File: src/sv/mpr_pkg.sv
// Package for the MIDI packet router: port codes, status constants,
// copy descriptor types shared by the front end, queue and back end.
// No dependencies.
package mpr_pkg;

  // Port codes: core at 0, links 0..3 at 1..4.
  localparam logic [2:0] PortCore  = 3'd0;
  localparam logic [2:0] PortLink0 = 3'd1;
  localparam logic [2:0] PortLink1 = 3'd2;
  localparam logic [2:0] PortLink2 = 3'd3;
  localparam logic [2:0] PortLink3 = 3'd4;
  localparam logic [2:0] LockNone  = 3'd5;

  // Status and type constants.
  localparam logic [7:0] StClockLo     = 8'hF8;
  localparam logic [7:0] StClockHi     = 8'hFC;
  localparam logic [7:0] StActiveSense = 8'hFE;
  localparam logic [7:0] SplitNote     = 8'h3C;
  localparam logic [7:0] TransposeAmt  = 8'd24;
  localparam logic [3:0] TypeSysex     = 4'h4;
  localparam logic [3:0] TypeNoteOff   = 4'h8;
  localparam logic [3:0] TypeNoteOn    = 4'h9;
  localparam logic [3:0] TypeChanLo    = 4'h8;
  localparam logic [3:0] TypeChanHi    = 4'hE;
  localparam logic [3:0] ChanHighest   = 4'hF;
  localparam logic [3:0] ChanLowSplit  = 4'd9;
  localparam logic [3:0] ChanTranspose = 4'd1;
  localparam logic [3:0] ChanHighSplit = 4'd13;

  // Copies per packet and default queue depth.
  localparam int MaxCopies  = 5;
  localparam int QueueDepth = 4;

  // Rewrite applied to one copy.
  typedef enum logic [1:0] {
    MOD_NONE,
    MOD_CH_LOW,
    MOD_CH_TRANSPOSE,
    MOD_CH_HIGH
  } mod_t;

  typedef struct packed {
    logic [2:0] dest;
    mod_t       mod;
  } slot_t;

  // One classified packet: list of copies plus the packet bytes.
  typedef struct packed {
    logic [2:0]                 count;
    slot_t [MaxCopies-1:0]      slots;
    logic [3:0]                 ptype;
    logic [7:0]                 status;
    logic [7:0]                 data1;
    logic [7:0]                 data2;
    logic [2:0]                 lock;
  } desc_t;

  // Queue status seen by both sides.
  typedef struct packed {
    logic full;
    logic empty;
  } q_status_t;

  function automatic slot_t mk_slot(logic [2:0] dest, mod_t mod);
    slot_t s;
    s.dest = dest;
    s.mod  = mod;
    return s;
  endfunction

endpackage

File: src/sv/mpr_front.sv
// Front end of the MIDI packet router: accepts packets, keeps the SysEx
// lock and the split register, and classifies each packet into a copy list.
// Depends on mpr_pkg.
module mpr_front (
  input  logic              clk,
  input  logic              rst_n,
  input  logic              in_valid,
  output logic              in_stall,
  input  logic [2:0]        in_src_port,
  input  logic [3:0]        in_packet_type,
  input  logic [7:0]        in_status_byte,
  input  logic [7:0]        in_data_byte1,
  input  logic [7:0]        in_data_byte2,
  input  logic              cfg_valid,
  output logic              cfg_ready,
  input  logic              cfg_split_high_channels,
  input  mpr_pkg::q_status_t q_status,
  output logic              q_push,
  output mpr_pkg::desc_t    q_wdata
);
  import mpr_pkg::*;

  logic       split_r, split_nxt;
  logic [2:0] lock_r, lock_nxt;
  logic       accept;
  logic       port_ok;
  logic       clk_cls;
  logic       split_hit;
  logic       note_split;
  logic [2:0] n;
  logic [2:0] new_lock;
  desc_t      desc;

  // The queue is the only source of back pressure.
  assign in_stall  = q_status.full;
  assign cfg_ready = 1'b1;
  assign accept    = in_valid && !in_stall;

  // Classification of the packet into its ordered list of copies.
  always_comb begin
    clk_cls    = (in_status_byte >= StClockLo) && (in_status_byte <= StClockHi);
    split_hit  = split_r && (in_packet_type >= TypeChanLo) &&
                 (in_packet_type <= TypeChanHi) && in_status_byte[3];
    note_split = ((in_packet_type == TypeNoteOff) || (in_packet_type == TypeNoteOn)) &&
                 (in_status_byte[3:0] == ChanHighest);
    new_lock   = (in_packet_type == TypeSysex) ? in_src_port : LockNone;
    desc       = '0;
    n          = 3'd0;
    port_ok    = 1'b1;
    unique case (in_src_port)
      PortCore: begin
        for (int i = 0; i < 4; i++) begin
          desc.slots[n] = mk_slot(3'(i + 1), MOD_NONE);
          n = n + 3'd1;
        end
      end
      PortLink0, PortLink1: begin
        desc.slots[n] = mk_slot(PortCore, MOD_NONE);
        n = n + 3'd1;
      end
      PortLink2: begin
        if (clk_cls) begin
          for (int i = 0; i < 4; i++) begin
            desc.slots[n] = mk_slot(3'(i + 1), MOD_NONE);
            n = n + 3'd1;
          end
        end
        if (split_hit) begin
          if (!clk_cls) begin
            desc.slots[n] = mk_slot(PortLink0, MOD_NONE);
            n = n + 3'd1;
            desc.slots[n] = mk_slot(PortLink1, MOD_NONE);
            n = n + 3'd1;
          end
        end else begin
          desc.slots[n] = mk_slot(PortCore, MOD_NONE);
          n = n + 3'd1;
        end
      end
      PortLink3: begin
        if (in_status_byte != StClockLo) begin
          if (note_split) begin
            if (in_data_byte1 < SplitNote) begin
              desc.slots[n] = mk_slot(PortLink0, MOD_CH_LOW);
              n = n + 3'd1;
              desc.slots[n] = mk_slot(PortLink2, MOD_CH_TRANSPOSE);
              n = n + 3'd1;
            end else begin
              desc.slots[n] = mk_slot(PortLink1, MOD_CH_HIGH);
              n = n + 3'd1;
            end
          end
          if (in_status_byte != StActiveSense) begin
            desc.slots[n] = mk_slot(PortCore, MOD_NONE);
            n = n + 3'd1;
          end
        end
      end
      default: begin
        port_ok = 1'b0;
      end
    endcase
    desc.count  = n;
    desc.ptype  = in_packet_type;
    desc.status = in_status_byte;
    desc.data1  = in_data_byte1;
    desc.data2  = in_data_byte2;
    desc.lock   = new_lock;
  end

  // Packets with no copies still move the lock but skip the queue.
  assign q_push  = accept && port_ok && (n != 3'd0);
  assign q_wdata = desc;

  // Lock and split register updates.
  always_comb begin
    lock_nxt  = lock_r;
    split_nxt = split_r;
    if (accept && port_ok) begin
      lock_nxt = new_lock;
    end
    if (cfg_valid && cfg_ready) begin
      split_nxt = cfg_split_high_channels;
    end
  end

  always_ff @(posedge clk) begin
    if (!rst_n) begin
      lock_r  <= LockNone;
      split_r <= 1'b0;
    end else begin
      lock_r  <= lock_nxt;
      split_r <= split_nxt;
    end
  end

endmodule

File: src/sv/mpr_queue.sv
// Short descriptor queue between the router front end and back end.
// Register based, one write and one read port. Depends on mpr_pkg.
module mpr_queue #(
  parameter int DEPTH = mpr_pkg::QueueDepth
) (
  input  logic               clk,
  input  logic               rst_n,
  input  logic               push,
  input  mpr_pkg::desc_t     wdata,
  input  logic               pop,
  output mpr_pkg::desc_t     rdata,
  output mpr_pkg::q_status_t status
);
  import mpr_pkg::*;

  localparam int PtrW = (DEPTH > 1) ? $clog2(DEPTH) : 1;
  localparam int CntW = $clog2(DEPTH + 1);
  localparam logic [PtrW-1:0] PtrLast = PtrW'(DEPTH - 1);
  localparam logic [CntW-1:0] CntFull = CntW'(DEPTH);

  desc_t           mem [DEPTH];
  logic [PtrW-1:0] wr_ptr_r, wr_ptr_nxt;
  logic [PtrW-1:0] rd_ptr_r, rd_ptr_nxt;
  logic [CntW-1:0] cnt_r, cnt_nxt;
  logic            do_push;
  logic            do_pop;

  assign status.full  = (cnt_r == CntFull);
  assign status.empty = (cnt_r == '0);
  assign do_push      = push && !status.full;
  assign do_pop       = pop && !status.empty;
  assign rdata        = mem[rd_ptr_r];

  // Pointer and fill count updates.
  always_comb begin
    wr_ptr_nxt = wr_ptr_r;
    rd_ptr_nxt = rd_ptr_r;
    cnt_nxt    = cnt_r;
    if (do_push) begin
      wr_ptr_nxt = (wr_ptr_r == PtrLast) ? '0 : wr_ptr_r + 1'b1;
    end
    if (do_pop) begin
      rd_ptr_nxt = (rd_ptr_r == PtrLast) ? '0 : rd_ptr_r + 1'b1;
    end
    if (do_push && !do_pop) begin
      cnt_nxt = cnt_r + 1'b1;
    end else if (!do_push && do_pop) begin
      cnt_nxt = cnt_r - 1'b1;
    end
  end

  always_ff @(posedge clk) begin
    if (!rst_n) begin
      wr_ptr_r <= '0;
      rd_ptr_r <= '0;
      cnt_r    <= '0;
    end else begin
      wr_ptr_r <= wr_ptr_nxt;
      rd_ptr_r <= rd_ptr_nxt;
      cnt_r    <= cnt_nxt;
    end
  end

  // Entry storage.
  always_ff @(posedge clk) begin
    if (do_push) begin
      mem[wr_ptr_r] <= wdata;
    end
  end

endmodule

File: src/sv/mpr_back.sv
// Back end of the MIDI packet router: walks the copy list of the head
// descriptor, applies rewrites and drives the output register. Depends on mpr_pkg.
module mpr_back (
  input  logic               clk,
  input  logic               rst_n,
  input  mpr_pkg::desc_t     q_rdata,
  input  mpr_pkg::q_status_t q_status,
  output logic               q_pop,
  output logic               out_valid,
  input  logic               out_stall,
  output logic [2:0]         out_dest_port,
  output logic [3:0]         out_type,
  output logic [7:0]         out_status,
  output logic [7:0]         out_data1,
  output logic [7:0]         out_data2,
  output logic               out_last_of_run,
  output logic [2:0]         out_lock_owner
);
  import mpr_pkg::*;

  logic       valid_r, valid_nxt;
  logic [2:0] idx_r, idx_nxt;
  logic [2:0] dest_r, type_dummy;
  logic [3:0] type_r;
  logic [7:0] status_r, data1_r, data2_r;
  logic       last_r;
  logic [2:0] lock_r;
  logic       load;
  logic       emit;
  logic       is_last;
  slot_t      cur;
  logic [7:0] status_nxt;
  logic [7:0] data1_nxt;

  assign type_dummy = q_rdata.lock;
  assign load    = !valid_r || !out_stall;
  assign emit    = load && !q_status.empty;
  assign cur     = q_rdata.slots[idx_r];
  assign is_last = (idx_r == (q_rdata.count - 3'd1));
  assign q_pop   = emit && is_last;

  // Channel rewrite and transpose for the current copy.
  always_comb begin
    status_nxt = q_rdata.status;
    data1_nxt  = q_rdata.data1;
    unique case (cur.mod)
      MOD_NONE: begin
      end
      MOD_CH_LOW: begin
        status_nxt = {q_rdata.status[7:4], ChanLowSplit};
      end
      MOD_CH_TRANSPOSE: begin
        status_nxt = {q_rdata.status[7:4], ChanTranspose};
        data1_nxt  = q_rdata.data1 + TransposeAmt;
      end
      MOD_CH_HIGH: begin
        status_nxt = {q_rdata.status[7:4], ChanHighSplit};
      end
      default: begin
      end
    endcase
  end

  // Copy index and output valid.
  always_comb begin
    idx_nxt   = idx_r;
    valid_nxt = valid_r;
    if (load) begin
      valid_nxt = emit;
    end
    if (emit) begin
      idx_nxt = is_last ? 3'd0 : idx_r + 3'd1;
    end
  end

  always_ff @(posedge clk) begin
    if (!rst_n) begin
      valid_r <= 1'b0;
      idx_r   <= 3'd0;
    end else begin
      valid_r <= valid_nxt;
      idx_r   <= idx_nxt;
    end
  end

  // Output beat payload.
  always_ff @(posedge clk) begin
    if (emit) begin
      dest_r   <= cur.dest;
      type_r   <= q_rdata.ptype;
      status_r <= status_nxt;
      data1_r  <= data1_nxt;
      data2_r  <= q_rdata.data2;
      last_r   <= is_last;
      lock_r   <= type_dummy;
    end
  end

  assign out_valid       = valid_r;
  assign out_dest_port   = dest_r;
  assign out_type        = type_r;
  assign out_status      = status_r;
  assign out_data1       = data1_r;
  assign out_data2       = data2_r;
  assign out_last_of_run = last_r;
  assign out_lock_owner  = lock_r;

endmodule

File: src/sv/midi_packet_router_core.sv
// MIDI packet router top level. An accepted packet beat is written into the queue,
// and each copy then passes through the back end output register. Throughput: one
// result beat per cycle while out_stall is low; a packet gives 1 to 5 copies, one beat
// each, and packets that give no copies never enter the queue. The queue lets the
// input keep flowing while results stall. Reset clears the queue, the output
// register, the SysEx lock (to no owner) and the split register (to 0).
module midi_packet_router_core #(
  parameter int QUEUE_DEPTH = mpr_pkg::QueueDepth
) (
  input  logic       clk,
  input  logic       rst_n,
  input  logic       in_valid,
  output logic       in_stall,
  input  logic [2:0] in_src_port,
  input  logic [3:0] in_packet_type,
  input  logic [7:0] in_status_byte,
  input  logic [7:0] in_data_byte1,
  input  logic [7:0] in_data_byte2,
  output logic       out_valid,
  input  logic       out_stall,
  output logic [2:0] out_dest_port,
  output logic [3:0] out_type,
  output logic [7:0] out_status,
  output logic [7:0] out_data1,
  output logic [7:0] out_data2,
  output logic       out_last_of_run,
  output logic [2:0] out_lock_owner,
  input  logic       cfg_valid,
  output logic       cfg_ready,
  input  logic       cfg_split_high_channels
);
  import mpr_pkg::*;

  q_status_t q_status;
  logic      q_push;
  logic      q_pop;
  desc_t     q_wdata;
  desc_t     q_rdata;

  // Front end: classification and lock.
  mpr_front u_front (
    .clk                     (clk),
    .rst_n                   (rst_n),
    .in_valid                (in_valid),
    .in_stall                (in_stall),
    .in_src_port             (in_src_port),
    .in_packet_type          (in_packet_type),
    .in_status_byte          (in_status_byte),
    .in_data_byte1           (in_data_byte1),
    .in_data_byte2           (in_data_byte2),
    .cfg_valid               (cfg_valid),
    .cfg_ready               (cfg_ready),
    .cfg_split_high_channels (cfg_split_high_channels),
    .q_status                (q_status),
    .q_push                  (q_push),
    .q_wdata                 (q_wdata)
  );

  // Descriptor queue.
  mpr_queue #(
    .DEPTH (QUEUE_DEPTH)
  ) u_queue (
    .clk    (clk),
    .rst_n  (rst_n),
    .push   (q_push),
    .wdata  (q_wdata),
    .pop    (q_pop),
    .rdata  (q_rdata),
    .status (q_status)
  );

  // Back end: copy sequencer and output register.
  mpr_back u_back (
    .clk             (clk),
    .rst_n           (rst_n),
    .q_rdata         (q_rdata),
    .q_status        (q_status),
    .q_pop           (q_pop),
    .out_valid       (out_valid),
    .out_stall       (out_stall),
    .out_dest_port   (out_dest_port),
    .out_type        (out_type),
    .out_status      (out_status),
    .out_data1       (out_data1),
    .out_data2       (out_data2),
    .out_last_of_run (out_last_of_run),
    .out_lock_owner  (out_lock_owner)
  );

  // A beat that is not the last of its packet is always followed by another.
  a_run_continues: assert property (@(posedge clk) disable iff (!rst_n)
    out_valid && !out_stall && !out_last_of_run |=> out_valid)
    else $error("copy run ended without a last beat");

  // Results only ever go to one of the five real ports.
  a_dest_range: assert property (@(posedge clk) disable iff (!rst_n)
    out_valid |-> out_dest_port <= PortLink3)
    else $error("result routed to a nonexistent port");

  // The input only stalls when the queue is full.
  a_stall_full: assert property (@(posedge clk) disable iff (!rst_n)
    in_stall |-> q_status.full)
    else $error("input stalled while queue has room");

endmodule

File: config.mk
export PLATFORM = sky130hd
export DESIGN_NAME = midi_packet_router_core
export DESIGN_NICKNAME = d
export VERILOG_FILES = /design/src/sv/mpr_pkg.sv /design/src/sv/mpr_front.sv /design/src/sv/mpr_queue.sv /design/src/sv/mpr_back.sv /design/src/sv/midi_packet_router_core.sv
export SDC_FILE = /design/constraint.sdc
export NUM_CORES = 1
export LEC_CHECK = 0
export ABC_CLOCK_PERIOD_IN_PS = 4460
export BUFFER_PORTS_ARGS = -buffer_cell sky130_fd_sc_hd__buf_2
export CAP_MARGIN = 20
export CORE_MARGIN = 8
export CORE_UTILIZATION = 50
export CTS_CLUSTER_SIZE = 25
export DETAILED_ROUTE_END_ITERATION = 12
export PLACE_DENSITY = 0.72
export REMOVE_ABC_BUFFERS = 1
export SETUP_SLACK_MARGIN = 0.15
export SLEW_MARGIN = 30
export SYNTH_ARGS = -nofsm -noshare
export SYNTH_HDL_FRONTEND = slang
export SYNTH_SLANG_ARGS = --single-unit
File: constraint.sdc
create_clock -name clk -period 4.46 [get_ports clk]
set_input_delay 0.892 -clock clk [delete_from_list [all_inputs] [get_ports clk]]
set_output_delay 0.892 -clock clk [all_outputs]
set_load 0.005 [all_outputs]
==> summary.md <==
| Metric | Value |
|---|---|
| Final Net Count | 544 |
| Clock sink count | 205 |
| # port buffers | 73 |
| Minimum clock period | 3520 ps |
| Worst Skew | 11.5 ps |
| Relative max-transition margin | 0.522 |
| Synth top area share | 0.716 |
| Area leader, netlist | edfxtp_1 |
| RSZ-0062 raised after global routing | false |
| Power Density | 527 mW/mm^2 |
| Via Count | 3,925 |
| Max Freq | 284 MHz |
| Ys Warns | 0 |
| Post-route clock period utilization | 0.790 |
| Largest cells by area after synthesis | edfxtp_1 72%, mux4_2 7.9%, dfxtp_1 3.5% |
| First-pass GRT wire length | 22,600 um |
| Sequential share of the synthesized area | 0.751 |
| Resized cells post-CTS | 0 |
| Mapped Avg Cell Area | 19.8 um^2 |
| Largest net degree at the start of global routing | 39 |
| CTS tree | built |
| Starting density of the core | 0.508 |
| CP endpoint kind | flip-flop |
| 1st-iter DRT viols | 185 |
| Final WS setup | 939 ps |
| Main flop type after synthesis | edfxtp_1 |
| Hold Crit Depth | 2 |
| Yosys reg bits | 205 |
| Die height | 143 um |
| WP data required | 4880 ps |
| Peak VDD IR | 0.261 mV |
| Worst r2r path cells | 13 |
| Status | completed |
| Filler cell count | 1,200 |
| Core Box Area | 0.0158 mm^2 |
| Diode count | 0 |
| Crit path max fanout | 8 |
| Root Buffer | clkbuf_16 |
| Average wire per standard cell | 20.0 um |
| DP Area | 0.00869 mm^2 |
| Post-CTS Setup Repair Bufs | 0 |
| DRC Markers | 0 |
| Post-Route WL | 14,600 um |
| Post-route ant nets | 0 |
| Via/cell ratio | 5.41 |
| H-Tree Depth | 1 |
| Arrival time of the worst setup path | 3940 ps |
| Leakage | 3.22 nW |
| Drt first pass iters | 4 |
| Max cap viols | 0 |
| Tightest Pin Transition | 717 ps |
| Layout cells sized above 1 | 0.314 |
| Tot GR Track Use | 0.147 |
| Hold/Removal Path Class | reg2reg |
| Initial antenna violation count | 0 |
| Async SR Flop Fraction | 0 |
| Post-synth cell types | 49 |
| Clock Latency Late Sink | 500 ps |
| Hold-fix buffers, CTS | 0 |
| Final core utilization | 0.597 |
| Critical path class | in2reg |
| GP Congestion | 0.843 |
| Global route overflow | 0 |
| Mapped Cells | 404 |
| Final hold violations | 0 |
| Clock transition at path regs | 60 ps |
| Area grow syn2layout | 17.6% |
| Place WS | 410 ps |
| Die area | 0.0203 mm^2 |
| Synthesized cell area | 0.00801 mm^2 |
| I/O pin count | 75 |
| Cell area after layout | 0.00941 mm^2 |
| DP HPWL | 9140 um |
| Row count | 46 |
| Final slew viol count | 0 |
| Post-synth EDFFs | 191 |
| Total CTS buffers | 20 |
| Die Wd | 143 um |
| Startpoint type of the worst setup path | input port |
| Vias in the first global route | 4,223 |
| Final Setup Violations | 0 |
| Clock Path Buffers | 3 |
-- layer usage --
layer | share of wire | global-route usage
met1 | 0.41 | 0.181
met2 | 0.50 | 0.253
met3 | 0.074 | 0.0372
met5 | 0 | 0
met4 | 0.013 | 0.0419
-- synth_stat cells, types with 2 or more instances --
cell,instances
a21boi_0,2
a21oi_1,4
a311oi_1,2
and2_1,8
buf_2,3
buf_6,2
clkbuf_1,3
dfxtp_1,14
edfxtp_1,191
ha_1,10
inv_1,18
mux2i_1,8
mux4_1,10
mux4_2,28
nand2_1,17
nand2b_1,3
nand3_1,4
nand3b_1,3
nand4_1,3
nor2_1,14
nor2b_1,2
nor3_1,4
nor3b_1,4
o21ai_0,8
or3_1,3
or3b_2,2
xnor2_1,8
xor2_1,5
-- flip-flops by register name (all words and copies together) (netlist names), named ones only --
signal,count
u_queue.mem,156
u_back.out_data1,8
u_back.out_data2,8
u_back.out_status,8
u_back.out_type,4
u_back.idx_r,3
u_back.out_dest_port,3
u_back.out_lock_owner,3
u_queue.cnt_r,3
u_queue.rd_ptr_r,2
u_queue.wr_ptr_r,2
u_back.out_last_of_run,1
u_back.out_valid,1
u_front.split_r,1
-- through the flow --
stage	instances	TNS (ps)	hold slack, ps	power (W)
2_1_floorplan	393	-56.7	468	0.00291
3_3_place_gp	690	0	480	0.00322
3_5_place_dp	690	0	504	0.00323
4_1_cts	726	0	512	0.00502
5_1_grt	726	0	537	0.00517
6_report	726	0	509	0.00496
-- layout make-up --
cell class	count	area, um^2	share of cell area
clock buffer	24	546	0.0580
clock inverter	12	170	0.0181
inverter	18	67.6	0.00718
multi-input combinational	170	1860	0.198
sequential	205	6020	0.640
tap	216	270	0.0287
timing repair buffer	81	475	0.0505
-- cell families (layout without fill, tap and decap cells) --
| kind of cell | after synthesis | count (layout) | synth area share |
|---|---|---|---|
| flip-flops | 205 | 205 | 0.751 |
| XOR/XNOR | 13 | 13 | 0.0142 |
| AND/OR/NAND/NOR | 73 | 73 | 0.0530 |
| other | 1 | 1 | 0.000468 |
| multiplexers | 47 | 47 | 0.123 |
| buffers and inverters | 29 | 135 | 0.0178 |
| AO/OA/AOI/OAI | 25 | 25 | 0.0219 |
| adder cells (fa/ha/maj) | 11 | 11 | 0.0181 |
-- report_power, final --
| part | leakage [nW] | internal (W) | switching (W) |
|---|---|---|---|
| Combinational | 0.999 | 0.000317 | 0.000411 |
| Clock | 0.358 | 0.00111 | 0.000683 |
| Sequential | 1.87 | 0.00237 | 0.0000744 |
-- placed cells by master (no fill, tap or decap), drive strengths merged, types with 5 or more instances in the layout --
cell    instances
and2            8
dfxtp          14
mux4           38
ha             10
edfxtp        191
xnor2           8
o21ai           8
xor2            5
nor2           14
nor3            5
nand2          17
clkinv          8
nand3           5
mux2i           8
inv            18
clkbuf         24
buf            81
-- critical path, stage by stage --
cell and delay (ps):
buf_2 140, or3b_2 490, a211oi_1 290, inv_1 80, ha_1 280, inv_1 40
a2bb2oi_1 150, a31oi_2 240, ha_1 210, inv_1 70, fa_1 430, xor2_1 170
or3_1 300, a21boi_0 150
-- final timing paths --
| path | startpoint | to | slack [ps] |
|---|---|---|---|
| worst max-delay path | in_packet_type[1] | u_queue.cnt_r[2] | 940 |
| worst min-delay path | u_queue.wr_ptr_r[1] | u_queue.wr_ptr_r[1] | 510 |
| worst max register to register | flip-flop | u_queue.cnt_r[2] | 1280 |
| worst min register to register | u_queue.wr_ptr_r[1] | u_queue.wr_ptr_r[1] | 510 |
Note: power is estimated with default switching activity, not from simulation.
